### src/rtl/hrl_pkg.sv
// Shared types, constants and register codes for the hue-rotating lamp color unit.
package hrl_pkg;

  localparam int LAMPS_DEF      = 16;
  localparam int COLOR_BITS_DEF = 12;
  localparam int HUE_W          = 16;
  localparam int LAMP_IDX_W     = 4;
  localparam int Q12_W          = 13;
  localparam int LC_W           = 5;
  localparam int QUEUE_DEPTH    = 2;
  localparam int CFG_IDX_W      = 3;
  localparam int CFG_DATA_W     = 16;

  localparam logic [Q12_W-1:0] Q12_ONE = 13'd4096;

  // Register indexes of the configuration port
  localparam logic [CFG_IDX_W-1:0] CFG_LAMP_COUNT = 3'd0;
  localparam logic [CFG_IDX_W-1:0] CFG_HUE_STEP   = 3'd1;
  localparam logic [CFG_IDX_W-1:0] CFG_SATURATION = 3'd2;
  localparam logic [CFG_IDX_W-1:0] CFG_BRIGHTNESS = 3'd3;

  // Register reset values
  localparam logic [LC_W-1:0]  RST_LAMP_COUNT = 5'd16;
  localparam logic [HUE_W-1:0] RST_HUE_STEP   = 16'd0;
  localparam logic [Q12_W-1:0] RST_SATURATION = 13'd4096;
  localparam logic [Q12_W-1:0] RST_BRIGHTNESS = 13'd3072;

  // Item kinds; the fourth code is dropped at the front
  typedef enum logic [1:0] {
    OP_SET     = 2'd0,
    OP_TICK    = 2'd1,
    OP_REFRESH = 2'd2
  } op_t;

  typedef enum logic {
    ST_IDLE,
    ST_EMIT
  } seq_state_t;

  typedef struct packed {
    op_t              op;
    logic [HUE_W-1:0] start;
    logic [HUE_W-1:0] spacing;
  } cmd_t;

  typedef struct packed {
    logic valid;
    cmd_t cmd;
  } q_head_t;

  // Configuration as seen by the back end, Q12 values already clamped
  typedef struct packed {
    logic [LC_W-1:0]  lamp_count;
    logic [HUE_W-1:0] hue_step;
    logic [Q12_W-1:0] saturation;
    logic [Q12_W-1:0] brightness;
  } cfg_t;

  typedef struct packed {
    logic                  valid;
    logic [HUE_W-1:0]      hue;
    logic [LAMP_IDX_W-1:0] lamp_index;
    logic                  last;
  } issue_t;

endpackage

### src/rtl/hrl_ifs.sv
// Channel interfaces: input items, result items and configuration writes.
interface hrl_in_if;
  logic        valid;
  logic        ready;
  logic [1:0]  kind;
  logic [15:0] hue_start;
  logic [15:0] hue_spacing;
  modport source(output valid, kind, hue_start, hue_spacing, input ready);
  modport sink(input valid, kind, hue_start, hue_spacing, output ready);
endinterface

interface hrl_out_if #(parameter int COLOR_BITS = hrl_pkg::COLOR_BITS_DEF);
  logic                  valid;
  logic                  ready;
  logic [3:0]            lamp_index;
  logic [COLOR_BITS-1:0] red;
  logic [COLOR_BITS-1:0] green;
  logic [COLOR_BITS-1:0] blue;
  logic                  last;
  modport source(output valid, lamp_index, red, green, blue, last, input ready);
  modport sink(input valid, lamp_index, red, green, blue, last, output ready);
endinterface

interface hrl_cfg_if;
  logic                            valid;
  logic                            ready;
  logic [hrl_pkg::CFG_IDX_W-1:0]   index;
  logic [hrl_pkg::CFG_DATA_W-1:0]  data;
  modport source(output valid, index, data, input ready);
  modport sink(input valid, index, data, output ready);
endinterface

### src/rtl/hrl_front.sv
// Front end: accepts items, drops the unused kind and queues commands for the back end.
module hrl_front (
  input  logic             clk,
  input  logic             rst_n,
  hrl_in_if.sink           in_ch,
  input  logic             pop,
  output hrl_pkg::q_head_t head
);
  import hrl_pkg::*;

  localparam int QA_W  = (QUEUE_DEPTH > 1) ? $clog2(QUEUE_DEPTH) : 1;
  localparam int CNT_W = $clog2(QUEUE_DEPTH + 1);

  cmd_t             q_mem [QUEUE_DEPTH];
  logic [QA_W-1:0]  wr_ptr_r, wr_ptr_nxt;
  logic [QA_W-1:0]  rd_ptr_r, rd_ptr_nxt;
  logic [CNT_W-1:0] count_r, count_nxt;
  logic             push;
  cmd_t             in_cmd;

  // Take an item whenever the queue has room
  assign in_ch.ready = (count_r != CNT_W'(QUEUE_DEPTH));

  // Queue only kinds that do something
  assign push = in_ch.valid && in_ch.ready &&
                (in_ch.kind inside {OP_SET, OP_TICK, OP_REFRESH});

  assign in_cmd.op      = op_t'(in_ch.kind);
  assign in_cmd.start   = in_ch.hue_start;
  assign in_cmd.spacing = in_ch.hue_spacing;

  assign head.valid = (count_r != '0);
  assign head.cmd   = q_mem[rd_ptr_r];

  // Advance pointers and fill count
  always_comb begin
    wr_ptr_nxt = push ? QA_W'(wr_ptr_r + 1'b1) : wr_ptr_r;
    rd_ptr_nxt = pop ? QA_W'(rd_ptr_r + 1'b1) : rd_ptr_r;
    case ({push, pop})
      2'b10:   count_nxt = CNT_W'(count_r + 1'b1);
      2'b01:   count_nxt = CNT_W'(count_r - 1'b1);
      default: count_nxt = count_r;
    endcase
  end

  always_ff @(posedge clk) begin
    if (!rst_n) begin
      wr_ptr_r <= '0;
      rd_ptr_r <= '0;
      count_r  <= '0;
    end else begin
      wr_ptr_r <= wr_ptr_nxt;
      rd_ptr_r <= rd_ptr_nxt;
      count_r  <= count_nxt;
    end
  end

  // Store the command on transfer
  always_ff @(posedge clk) begin
    if (push) begin
      q_mem[wr_ptr_r] <= in_cmd;
    end
  end

endmodule

### src/rtl/hrl_seq.sv
// Back-end sequencer: keeps the hue ramp and walks the lamps in use for each emit command.
module hrl_seq #(
  parameter int LAMPS = hrl_pkg::LAMPS_DEF
) (
  input  logic             clk,
  input  logic             rst_n,
  input  hrl_pkg::cfg_t    cfg,
  input  hrl_pkg::q_head_t head,
  output logic             pop,
  input  logic             adv,
  output hrl_pkg::issue_t  issue
);
  import hrl_pkg::*;

  localparam int IDX_W = (LAMPS > 1) ? $clog2(LAMPS) : 1;

  // Every stored hue is base + i * spacing: set writes both, tick moves the base
  seq_state_t       state_r, state_nxt;
  logic [HUE_W-1:0] base_r, base_nxt;
  logic [HUE_W-1:0] space_r, space_nxt;
  logic [HUE_W-1:0] hue_r, hue_nxt;
  logic [IDX_W-1:0] idx_r, idx_nxt;
  logic [IDX_W-1:0] last_idx;
  logic             at_last;

  // Clamp the lamp count into 1..LAMPS and take the last index
  always_comb begin
    if (cfg.lamp_count == '0) begin
      last_idx = '0;
    end else if (int'(cfg.lamp_count) > LAMPS) begin
      last_idx = IDX_W'(LAMPS - 1);
    end else begin
      last_idx = IDX_W'(cfg.lamp_count - 1'b1);
    end
  end

  assign at_last = (idx_r == last_idx);

  // Next state
  always_comb begin
    state_nxt = state_r;
    case (state_r)
      ST_IDLE: begin
        if (head.valid && (head.cmd.op inside {OP_TICK, OP_REFRESH})) begin
          state_nxt = ST_EMIT;
        end
      end
      ST_EMIT: begin
        if (adv && at_last) begin
          state_nxt = ST_IDLE;
        end
      end
      default: state_nxt = ST_IDLE;
    endcase
  end

  // Outputs
  always_comb begin
    pop              = 1'b0;
    issue.valid      = 1'b0;
    issue.hue        = hue_r;
    issue.lamp_index = LAMP_IDX_W'(idx_r);
    issue.last       = at_last;
    case (state_r)
      ST_IDLE: pop         = head.valid;
      ST_EMIT: issue.valid = 1'b1;
      default: ;
    endcase
  end

  // Hue ramp and lamp counter
  always_comb begin
    base_nxt  = base_r;
    space_nxt = space_r;
    hue_nxt   = hue_r;
    idx_nxt   = idx_r;
    if (state_r == ST_IDLE && head.valid) begin
      case (head.cmd.op)
        OP_SET: begin
          base_nxt  = head.cmd.start;
          space_nxt = head.cmd.spacing;
        end
        OP_TICK: begin
          base_nxt = HUE_W'(base_r + cfg.hue_step);
          hue_nxt  = HUE_W'(base_r + cfg.hue_step);
          idx_nxt  = '0;
        end
        OP_REFRESH: begin
          hue_nxt = base_r;
          idx_nxt = '0;
        end
        default: ;
      endcase
    end else if (state_r == ST_EMIT && adv) begin
      hue_nxt = HUE_W'(hue_r + space_r);
      idx_nxt = IDX_W'(idx_r + 1'b1);
    end
  end

  always_ff @(posedge clk) begin
    if (!rst_n) begin
      state_r <= ST_IDLE;
      base_r  <= '0;
      space_r <= '0;
      idx_r   <= '0;
    end else begin
      state_r <= state_nxt;
      base_r  <= base_nxt;
      space_r <= space_nxt;
      idx_r   <= idx_nxt;
    end
  end

  always_ff @(posedge clk) begin
    hue_r <= hue_nxt;
  end

  a_last_ends_walk: assert property (@(posedge clk) disable iff (!rst_n)
    (state_r == ST_EMIT && adv && at_last) |=> (state_r == ST_IDLE))
    else $error("sequencer kept walking after the last lamp");

  a_set_loads_base: assert property (@(posedge clk) disable iff (!rst_n)
    (state_r == ST_IDLE && head.valid && head.cmd.op == OP_SET)
      |=> (base_r == $past(head.cmd.start) && state_r == ST_IDLE))
    else $error("set command did not load the hue base");

  a_tick_starts_ramp: assert property (@(posedge clk) disable iff (!rst_n)
    (state_r == ST_IDLE && head.valid && head.cmd.op == OP_TICK)
      |=> (hue_r == base_r && idx_r == '0))
    else $error("tick walk does not start at the advanced base");

  a_stall_holds_walk: assert property (@(posedge clk) disable iff (!rst_n)
    (state_r == ST_EMIT && !adv) |=> ($stable(idx_r) && $stable(hue_r)))
    else $error("lamp walk moved while the color pipeline stalled");

endmodule

### src/rtl/hrl_color.sv
// Three-stage HSV to RGB pipeline ending in the result register.
module hrl_color #(
  parameter int COLOR_BITS = hrl_pkg::COLOR_BITS_DEF
) (
  input  logic            clk,
  input  logic            rst_n,
  input  hrl_pkg::cfg_t   cfg,
  input  hrl_pkg::issue_t issue,
  output logic            adv,
  hrl_out_if.source       out_ch
);
  import hrl_pkg::*;

  localparam logic [COLOR_BITS-1:0] COLOR_MAX = {COLOR_BITS{1'b1}};
  localparam int SCL_W = Q12_W + COLOR_BITS;

  // Stage 1: sector and fraction products
  logic [18:0]       x6;
  logic [15:0]       frac;
  logic [16:0]       frac_inv;
  logic [28:0]       fs_prod;
  logic [29:0]       gs_prod;
  logic              s1_v_r;
  logic [2:0]        s1_sector_r;
  logic [Q12_W-1:0]  s1_fs_r;
  logic [Q12_W-1:0]  s1_gs_r;
  logic [LAMP_IDX_W-1:0] s1_idx_r;
  logic              s1_last_r;

  // Stage 2: p, q, t levels
  logic [25:0]       p_prod, q_prod, t_prod;
  logic              s2_v_r;
  logic [2:0]        s2_sector_r;
  logic [Q12_W-1:0]  s2_p_r, s2_q_r, s2_t_r;
  logic [LAMP_IDX_W-1:0] s2_idx_r;
  logic              s2_last_r;

  // Stage 3: channel select and output scaling
  logic [Q12_W-1:0]  cr, cg, cb;
  logic [SCL_W-1:0]  r_prod, g_prod, b_prod;
  logic              s3_v_r;
  logic [COLOR_BITS-1:0] s3_r_r, s3_g_r, s3_b_r;
  logic [LAMP_IDX_W-1:0] s3_idx_r;
  logic              s3_last_r;

  // Move the whole pipe whenever the result register is free or being taken
  assign adv = !s3_v_r || out_ch.ready;

  assign x6       = (19'(issue.hue) << 2) + (19'(issue.hue) << 1);
  assign frac     = x6[15:0];
  assign frac_inv = 17'h10000 - 17'(frac);
  assign fs_prod  = 29'(frac) * 29'(cfg.saturation);
  assign gs_prod  = 30'(frac_inv) * 30'(cfg.saturation);

  assign p_prod = 26'(cfg.brightness) * 26'(Q12_W'(Q12_ONE - cfg.saturation));
  assign q_prod = 26'(cfg.brightness) * 26'(Q12_W'(Q12_ONE - s1_fs_r));
  assign t_prod = 26'(cfg.brightness) * 26'(Q12_W'(Q12_ONE - s1_gs_r));

  // Pick channels by sector
  always_comb begin
    case (s2_sector_r)
      3'd0:    begin cr = cfg.brightness; cg = s2_t_r;         cb = s2_p_r;         end
      3'd1:    begin cr = s2_q_r;         cg = cfg.brightness; cb = s2_p_r;         end
      3'd2:    begin cr = s2_p_r;         cg = cfg.brightness; cb = s2_t_r;         end
      3'd3:    begin cr = s2_p_r;         cg = s2_q_r;         cb = cfg.brightness; end
      3'd4:    begin cr = s2_t_r;         cg = s2_p_r;         cb = cfg.brightness; end
      default: begin cr = cfg.brightness; cg = s2_p_r;         cb = s2_q_r;         end
    endcase
  end

  assign r_prod = SCL_W'(cr) * SCL_W'(COLOR_MAX);
  assign g_prod = SCL_W'(cg) * SCL_W'(COLOR_MAX);
  assign b_prod = SCL_W'(cb) * SCL_W'(COLOR_MAX);

  // Valid bits
  always_ff @(posedge clk) begin
    if (!rst_n) begin
      s1_v_r <= 1'b0;
      s2_v_r <= 1'b0;
      s3_v_r <= 1'b0;
    end else if (adv) begin
      s1_v_r <= issue.valid;
      s2_v_r <= s1_v_r;
      s3_v_r <= s2_v_r;
    end
  end

  // Payload
  always_ff @(posedge clk) begin
    if (adv) begin
      s1_sector_r <= x6[18:16];
      s1_fs_r     <= Q12_W'(fs_prod >> 16);
      s1_gs_r     <= Q12_W'(gs_prod >> 16);
      s1_idx_r    <= issue.lamp_index;
      s1_last_r   <= issue.last;

      s2_sector_r <= s1_sector_r;
      s2_p_r      <= Q12_W'(p_prod >> 12);
      s2_q_r      <= Q12_W'(q_prod >> 12);
      s2_t_r      <= Q12_W'(t_prod >> 12);
      s2_idx_r    <= s1_idx_r;
      s2_last_r   <= s1_last_r;

      s3_r_r      <= COLOR_BITS'(r_prod >> 12);
      s3_g_r      <= COLOR_BITS'(g_prod >> 12);
      s3_b_r      <= COLOR_BITS'(b_prod >> 12);
      s3_idx_r    <= s2_idx_r;
      s3_last_r   <= s2_last_r;
    end
  end

  assign out_ch.valid      = s3_v_r;
  assign out_ch.lamp_index = s3_idx_r;
  assign out_ch.red        = s3_r_r;
  assign out_ch.green      = s3_g_r;
  assign out_ch.blue       = s3_b_r;
  assign out_ch.last       = s3_last_r;

endmodule

### src/rtl/hue_rotating_hsv_to_rgb_lamps_unit.sv
// Top level: configuration registers, command queue, lamp sequencer and color pipeline.
// Keeps a hue per lamp and turns it into RGB drive levels. A set-hues item is handled in
// the sequencer's idle state and gives no results; a tick or refresh item occupies the
// sequencer while it walks the lamps in use, and its colors pass through the three-stage
// conversion pipeline and leave it one color per cycle while the output is taken. The
// lamp walk in the sequencer sets the rate. A two-entry command queue in front takes new
// items while a walk is under way; an item of the unused kind is taken and dropped.
// Reset leaves all hues at zero with no clearing pass. Configuration writes are taken
// every cycle and belong in idle time.
module hue_rotating_hsv_to_rgb_lamps_unit #(
  parameter int LAMPS      = hrl_pkg::LAMPS_DEF,
  parameter int COLOR_BITS = hrl_pkg::COLOR_BITS_DEF
) (
  input  logic      clk,
  input  logic      rst_n,
  hrl_in_if.sink    in_ch,
  hrl_out_if.source out_ch,
  hrl_cfg_if.sink   cfg_ch
);
  import hrl_pkg::*;

  logic [LC_W-1:0]  lamp_count_r, lamp_count_nxt;
  logic [HUE_W-1:0] hue_step_r, hue_step_nxt;
  logic [Q12_W-1:0] saturation_r, saturation_nxt;
  logic [Q12_W-1:0] brightness_r, brightness_nxt;
  cfg_t             cfg;
  q_head_t          head;
  logic             pop;
  logic             adv;
  issue_t           issue;

  assign cfg_ch.ready = 1'b1;

  // Decode register writes
  always_comb begin
    lamp_count_nxt = lamp_count_r;
    hue_step_nxt   = hue_step_r;
    saturation_nxt = saturation_r;
    brightness_nxt = brightness_r;
    if (cfg_ch.valid) begin
      case (cfg_ch.index)
        CFG_LAMP_COUNT: lamp_count_nxt = cfg_ch.data[LC_W-1:0];
        CFG_HUE_STEP:   hue_step_nxt   = cfg_ch.data[HUE_W-1:0];
        CFG_SATURATION: saturation_nxt = cfg_ch.data[Q12_W-1:0];
        CFG_BRIGHTNESS: brightness_nxt = cfg_ch.data[Q12_W-1:0];
        default: ;
      endcase
    end
  end

  always_ff @(posedge clk) begin
    if (!rst_n) begin
      lamp_count_r <= RST_LAMP_COUNT;
      hue_step_r   <= RST_HUE_STEP;
      saturation_r <= RST_SATURATION;
      brightness_r <= RST_BRIGHTNESS;
    end else begin
      lamp_count_r <= lamp_count_nxt;
      hue_step_r   <= hue_step_nxt;
      saturation_r <= saturation_nxt;
      brightness_r <= brightness_nxt;
    end
  end

  // Clamp Q12 levels to one
  assign cfg.lamp_count = lamp_count_r;
  assign cfg.hue_step   = hue_step_r;
  assign cfg.saturation = (saturation_r > Q12_ONE) ? Q12_ONE : saturation_r;
  assign cfg.brightness = (brightness_r > Q12_ONE) ? Q12_ONE : brightness_r;

  hrl_front u_front (
    .clk   (clk),
    .rst_n (rst_n),
    .in_ch (in_ch),
    .pop   (pop),
    .head  (head)
  );

  hrl_seq #(
    .LAMPS (LAMPS)
  ) u_seq (
    .clk   (clk),
    .rst_n (rst_n),
    .cfg   (cfg),
    .head  (head),
    .pop   (pop),
    .adv   (adv),
    .issue (issue)
  );

  hrl_color #(
    .COLOR_BITS (COLOR_BITS)
  ) u_color (
    .clk    (clk),
    .rst_n  (rst_n),
    .cfg    (cfg),
    .issue  (issue),
    .adv    (adv),
    .out_ch (out_ch)
  );

endmodule
### src/flat_wrapper.sv
// flat-port wrapper written by rule: the top's interface ports become plain ports
module hue_rotating_hsv_to_rgb_lamps_unit_flat import hrl_pkg::*;
#(
  parameter int LAMPS      = hrl_pkg::LAMPS_DEF,
  parameter int COLOR_BITS = hrl_pkg::COLOR_BITS_DEF
)
  (clk, rst_n, in_ch_valid, in_ch_kind, in_ch_hue_start, in_ch_hue_spacing, in_ch_ready, out_ch_valid, out_ch_lamp_index, out_ch_red, out_ch_green, out_ch_blue, out_ch_last, out_ch_ready, cfg_ch_valid, cfg_ch_index, cfg_ch_data, cfg_ch_ready);
  hrl_in_if in_ch_i ();
  hrl_out_if #(.COLOR_BITS(COLOR_BITS)) out_ch_i ();
  hrl_cfg_if cfg_ch_i ();
  input  logic clk;
  input  logic rst_n;
  input wire logic [$bits(in_ch_i.valid)-1:0] in_ch_valid;
  input wire logic [$bits(in_ch_i.kind)-1:0] in_ch_kind;
  input wire logic [$bits(in_ch_i.hue_start)-1:0] in_ch_hue_start;
  input wire logic [$bits(in_ch_i.hue_spacing)-1:0] in_ch_hue_spacing;
  output wire logic [$bits(in_ch_i.ready)-1:0] in_ch_ready;
  output wire logic [$bits(out_ch_i.valid)-1:0] out_ch_valid;
  output wire logic [$bits(out_ch_i.lamp_index)-1:0] out_ch_lamp_index;
  output wire logic [$bits(out_ch_i.red)-1:0] out_ch_red;
  output wire logic [$bits(out_ch_i.green)-1:0] out_ch_green;
  output wire logic [$bits(out_ch_i.blue)-1:0] out_ch_blue;
  output wire logic [$bits(out_ch_i.last)-1:0] out_ch_last;
  input wire logic [$bits(out_ch_i.ready)-1:0] out_ch_ready;
  input wire logic [$bits(cfg_ch_i.valid)-1:0] cfg_ch_valid;
  input wire logic [$bits(cfg_ch_i.index)-1:0] cfg_ch_index;
  input wire logic [$bits(cfg_ch_i.data)-1:0] cfg_ch_data;
  output wire logic [$bits(cfg_ch_i.ready)-1:0] cfg_ch_ready;
  assign in_ch_i.valid = in_ch_valid;
  assign in_ch_i.kind = in_ch_kind;
  assign in_ch_i.hue_start = in_ch_hue_start;
  assign in_ch_i.hue_spacing = in_ch_hue_spacing;
  assign in_ch_ready = in_ch_i.ready;
  assign out_ch_valid = out_ch_i.valid;
  assign out_ch_lamp_index = out_ch_i.lamp_index;
  assign out_ch_red = out_ch_i.red;
  assign out_ch_green = out_ch_i.green;
  assign out_ch_blue = out_ch_i.blue;
  assign out_ch_last = out_ch_i.last;
  assign out_ch_i.ready = out_ch_ready;
  assign cfg_ch_i.valid = cfg_ch_valid;
  assign cfg_ch_i.index = cfg_ch_index;
  assign cfg_ch_i.data = cfg_ch_data;
  assign cfg_ch_ready = cfg_ch_i.ready;
  hue_rotating_hsv_to_rgb_lamps_unit #(.LAMPS(LAMPS), .COLOR_BITS(COLOR_BITS)) u_core (.clk(clk), .rst_n(rst_n), .in_ch(in_ch_i), .out_ch(out_ch_i), .cfg_ch(cfg_ch_i));
endmodule
### config.mk
export PLATFORM = sky130hd
export DESIGN_NAME = hue_rotating_hsv_to_rgb_lamps_unit_flat
export DESIGN_NICKNAME = d
export VERILOG_FILES = /design/src/rtl/hrl_pkg.sv /design/src/rtl/hrl_ifs.sv /design/src/rtl/hrl_front.sv /design/src/rtl/hrl_seq.sv /design/src/rtl/hrl_color.sv /design/src/rtl/hue_rotating_hsv_to_rgb_lamps_unit.sv /design/src/flat_wrapper.sv
export SDC_FILE = /design/constraint.sdc
export NUM_CORES = 2
export LEC_CHECK = 0
export BUFFER_PORTS_ARGS = -buffer_cell sky130_fd_sc_hd__buf_2
export CAP_MARGIN = 10
export CORE_UTILIZATION = 50
export DETAILED_ROUTE_END_ITERATION = 10
export PLACE_DENSITY_LB_ADDON = 0.15
export SETUP_SLACK_MARGIN = 0.05
export SLEW_MARGIN = 15
export SYNTH_ARGS = -nofsm -noshare
export SYNTH_HDL_FRONTEND = slang
export SYNTH_HIERARCHICAL = 1
export SYNTH_SLANG_ARGS = --single-unit
### constraint.sdc
create_clock -name clk -period 9.7 [get_ports clk]
set_clock_uncertainty 0.15 [all_clocks]
set_input_delay 0.97 -clock clk [delete_from_list [all_inputs] [get_ports clk]]
set_output_delay 0.97 -clock clk [all_outputs]
set_load 0.01 [all_outputs]
==> metrics.log <==
[metrics] cell taking the most area after synthesis: fa_1
[metrics] IO buf count: 100
[metrics] total gr overflow: 0
[metrics] number of DRC markers after the initial detailed-route iteration: 1882
[metrics] leading cell type by number of instances after synthesis: inv_1
[metrics] total clock buffers created by CTS: 36
[metrics] clk root buf: clkbuf_16
[metrics] total of endpoints with negative setup slack in the final report: 0
[metrics] number of global-route vias before repair: 37850
[metrics] fraction of the yosys area taken by sequential cells: 15.79%
[metrics] Crit Path Max Fanout: 16
[metrics] Non-Filler Cell Area, Final: 0.05410 mm²
[metrics] Net count, final: 6819
[metrics] Max Transition Viols Final: 0
[metrics] end of the worst hold path: u_core/u_color/out_ch.last
[metrics] CTS HTree Levels: 2
[metrics] HPWL after detailed placement: 94670 µm
[metrics] Post-DP Area: 0.05290 mm²
[metrics] number of synthesized register bits: 298
[metrics] Row Count: 116
[metrics] crit path kind: reg -> reg
[metrics] width of the die: 320.8 µm
[metrics] placed cell count: 6669
[metrics] slack of the worst reg-to-reg path: 0.64 ns
[metrics] share of cells above drive strength 1: 6.787%
[metrics] Core Box Area: 0.1004 mm²
[metrics] Critical Path End Type: register
[metrics] post-synth net total: 6832
[metrics] setup repair after global routing missed its margin: no
[metrics] Clock Latency Late Sink: 0.60 ns
[metrics] hold path startpoint: u_core/u_color/s2_last_r
[metrics] average wire length per cell after detail routing: 17.83 µm
[metrics] weighted congestion at the end of routability-driven global placement: 0.8885
[metrics] area of the die: 0.1029 mm²
[metrics] number of gates given a new drive strength after cts: 0
[metrics] Post-Route WL: 120100 µm
[metrics] worst hold path depth: 0
[metrics] post-synthesis to final-layout area growth: 6.439%
[metrics] starting density of the core: 50.61%
[metrics] data required time of the critical path: 9.89 ns
[metrics] final hold violations: 0
[metrics] worst hold-check path type: reg -> reg
[metrics] initial antenna violation count: 1
[metrics] Post-synth EDFFs: 206
[metrics] cell area after technology mapping: 0.05083 mm²
[metrics] average size of a mapped cell: 9.478 µm²
[metrics] count of cell types in the netlist: 87
[metrics] per-cell via count in the routed design: 5.254
[metrics] Register-to-Register Path Depth: 26
[metrics] Hold Buf Count CTS: 0
[metrics] pin count of the biggest net entering global routing: 81
[metrics] die boundary height: 320.8 µm
[metrics] number of detailed-routing iterations run before antenna repair: 5
[metrics] proportion of netlist area held by the largest area contributor: 34.74%
[metrics] clock slew at reported path FFs: 0.06 ns
[metrics] post-CTS setup buffer count: 0
[metrics] Worst slew margin: 24.46%
[metrics] final clock period utilization by the worst path: 93.40%
[metrics] TNS Setup: 0 ns
[metrics] Post-route DRC: 0
[metrics] number of warning messages in the yosys log: 6
[metrics] Max-Cap Viols: 0
[metrics] final instance count without filler cells: 6735
[metrics] # clock sinks: 298
[metrics] post-synthesis cell count: 5363
[metrics] Synth async-reset ratio: 0%
[metrics] Least-Margin Pin Slew: 1.125 ns
[metrics] Synth area leaders: fa_1 35%, ha_1 13%, edfxtp_1 12%, inv_1 8.2%, nand2_1 5.3%
[metrics] fin crit period: 9.060 ns
[metrics] run status: complete, no violations
[metrics] Final Worst Setup Slack: 0.6403 ns
[metrics] overall via count from detail_route: 35380
[metrics] type of element launching the critical path: register
[metrics] first-pass GRT wire length: 200300 µm
[metrics] io pins: 102
[metrics] Crit Reg-Reg Endpoint: u_core/u_color/s1_gs_r[12]
[metrics] dpl ws: 0.6949 ns
[metrics] most instantiated cells after synthesis: 1117 x inv_1, 882 x fa_1, 715 x nand2_1
[metrics] Post-DRT Antenna Nets: 0
[metrics] arrival time of data at the critical path endpoint: 9.25 ns
[metrics] maximum number of buffers from clock root to sink: 3
[metrics] TritonCTS clock tree: built
[metrics] most used flip-flop cell after synthesis: edfxtp_1
[metrics] number of diodes added for antenna fixing: 0
[metrics] total routing usage reported by global routing: 24.36%
[metrics] top achievable clock speed: 0.1104 GHz
[metrics] Critical R2R Launch: u_core/u_seq/hue_r[1]
state kept, by name, indices dropped and copies added, names as in the netlist, 5 cells and up, named ones only:
signal and flops:
u_core/brightness_r 13, u_core/hue_step_r 16, u_core/lamp_count_r 5, u_core/saturation_r 13, u_core/u_color/out_ch.blue 12, u_core/u_color/out_ch.green 12
u_core/u_color/out_ch.red 12, u_core/u_color/s1_fs_r 13, u_core/u_color/s1_gs_r 13, u_core/u_color/s2_p_r 13, u_core/u_color/s2_q_r 13, u_core/u_color/s2_t_r 13
u_core/u_front/q_mem 68, u_core/u_seq/base_r 16, u_core/u_seq/hue_r 16, u_core/u_seq/space_r 16
layout by cell type (no fill, tap or decap), types with 95 or more instances in the layout:
cell type  Yosys  final
nor2_1       126    124
and2_1       350    350
inv_1       1117   1117
nand2_1      715    715
o21ai_0       95     95
ha_1         529    529
buf_2          8     99
edfxtp_1     206    206
xnor2_1      137    134
a21oi_1       99     99
fa_1         882    882
logic make-up (layout without fill, tap and decap cells):
family,count (synthesis),in the layout,synth area share (%)
adders and majority gates,1413,1413,47.80
other,1,1,0.007377
AOI/OAI and AO/OA,505,505,6.666
DFF,298,298,15.79
xor gates and xnor gates,196,196,3.404
buffers and inverters,1359,1374,10.14
muxes,99,99,2.041
and+or+nand+nor,1492,1492,14.15
layer usage:
metal	track usage (%)	wire length (µm)
met3	2.015	4841
met2	42.15	59270
met1	33.26	53430
met5	0	0
met4	5.587	2556
critical path, stage by stage (launching register included):
cell      delay, ns
edfxtp_1       0.49
ha_1           0.38
a211oi_2       0.28
o211a_1        0.24
nor3_1         0.08
o41a_1         0.43
nor3_2         0.86
xnor2_1        0.54
and2_1         0.34
fa_1           0.50
inv_1          0.05
fa_1           0.48
inv_1          0.06
fa_1           0.48
fa_1           0.55
inv_1          0.05
fa_1           0.48
inv_1          0.04
ha_1           0.29
nand2_1        0.07
o31a_1         0.29
o21ai_0        0.42
nand3_1        0.21
a21oi_1        0.22
o21ai_0        0.15
o31ai_1        0.32
xnor3_1        0.36
final cells by class:
type | count | area, µm²
Multi-Input combinational cell | 3706 | 37810
Clock inverter | 19 | 235.2
Clock buffer | 47 | 952.2
Timing Repair Buffer | 191 | 1186
Tap cell | 1357 | 1698
Inverter | 1117 | 4193
Sequential cell | 298 | 8030
Fill cell | 9322 | 46330
per-stage QoR:
step / hold WS, ns / util (%)
5_1_grt: 0.2556 / 53.87
2_1_floorplan: 0.2503 / -
3_3_place_gp: 0.2516 / 52.66
3_5_place_dp: 0.2545 / 52.67
4_1_cts: 0.2341 / 53.85
6_report: 0.2356 / 53.87
worst max path at each step:
stage                               start                         end  slack (ns)
floorplan           u_core/u_seq/hue_r[1]  u_core/u_color/s1_gs_r[12]        1.81
global placement    u_core/u_seq/hue_r[1]  u_core/u_color/s1_gs_r[12]        0.81
detailed placement  u_core/u_seq/hue_r[1]  u_core/u_color/s1_gs_r[12]        0.69
CTS                 u_core/u_seq/hue_r[1]  u_core/u_color/s1_gs_r[12]        0.70
global route        u_core/u_seq/hue_r[1]  u_core/u_color/s1_gs_r[12]        0.09
finish              u_core/u_seq/hue_r[1]  u_core/u_color/s1_gs_r[12]        0.64
Power is not shown: default switching activity piles up to over one toggle a cycle in this logic, so the estimate is an artifact.
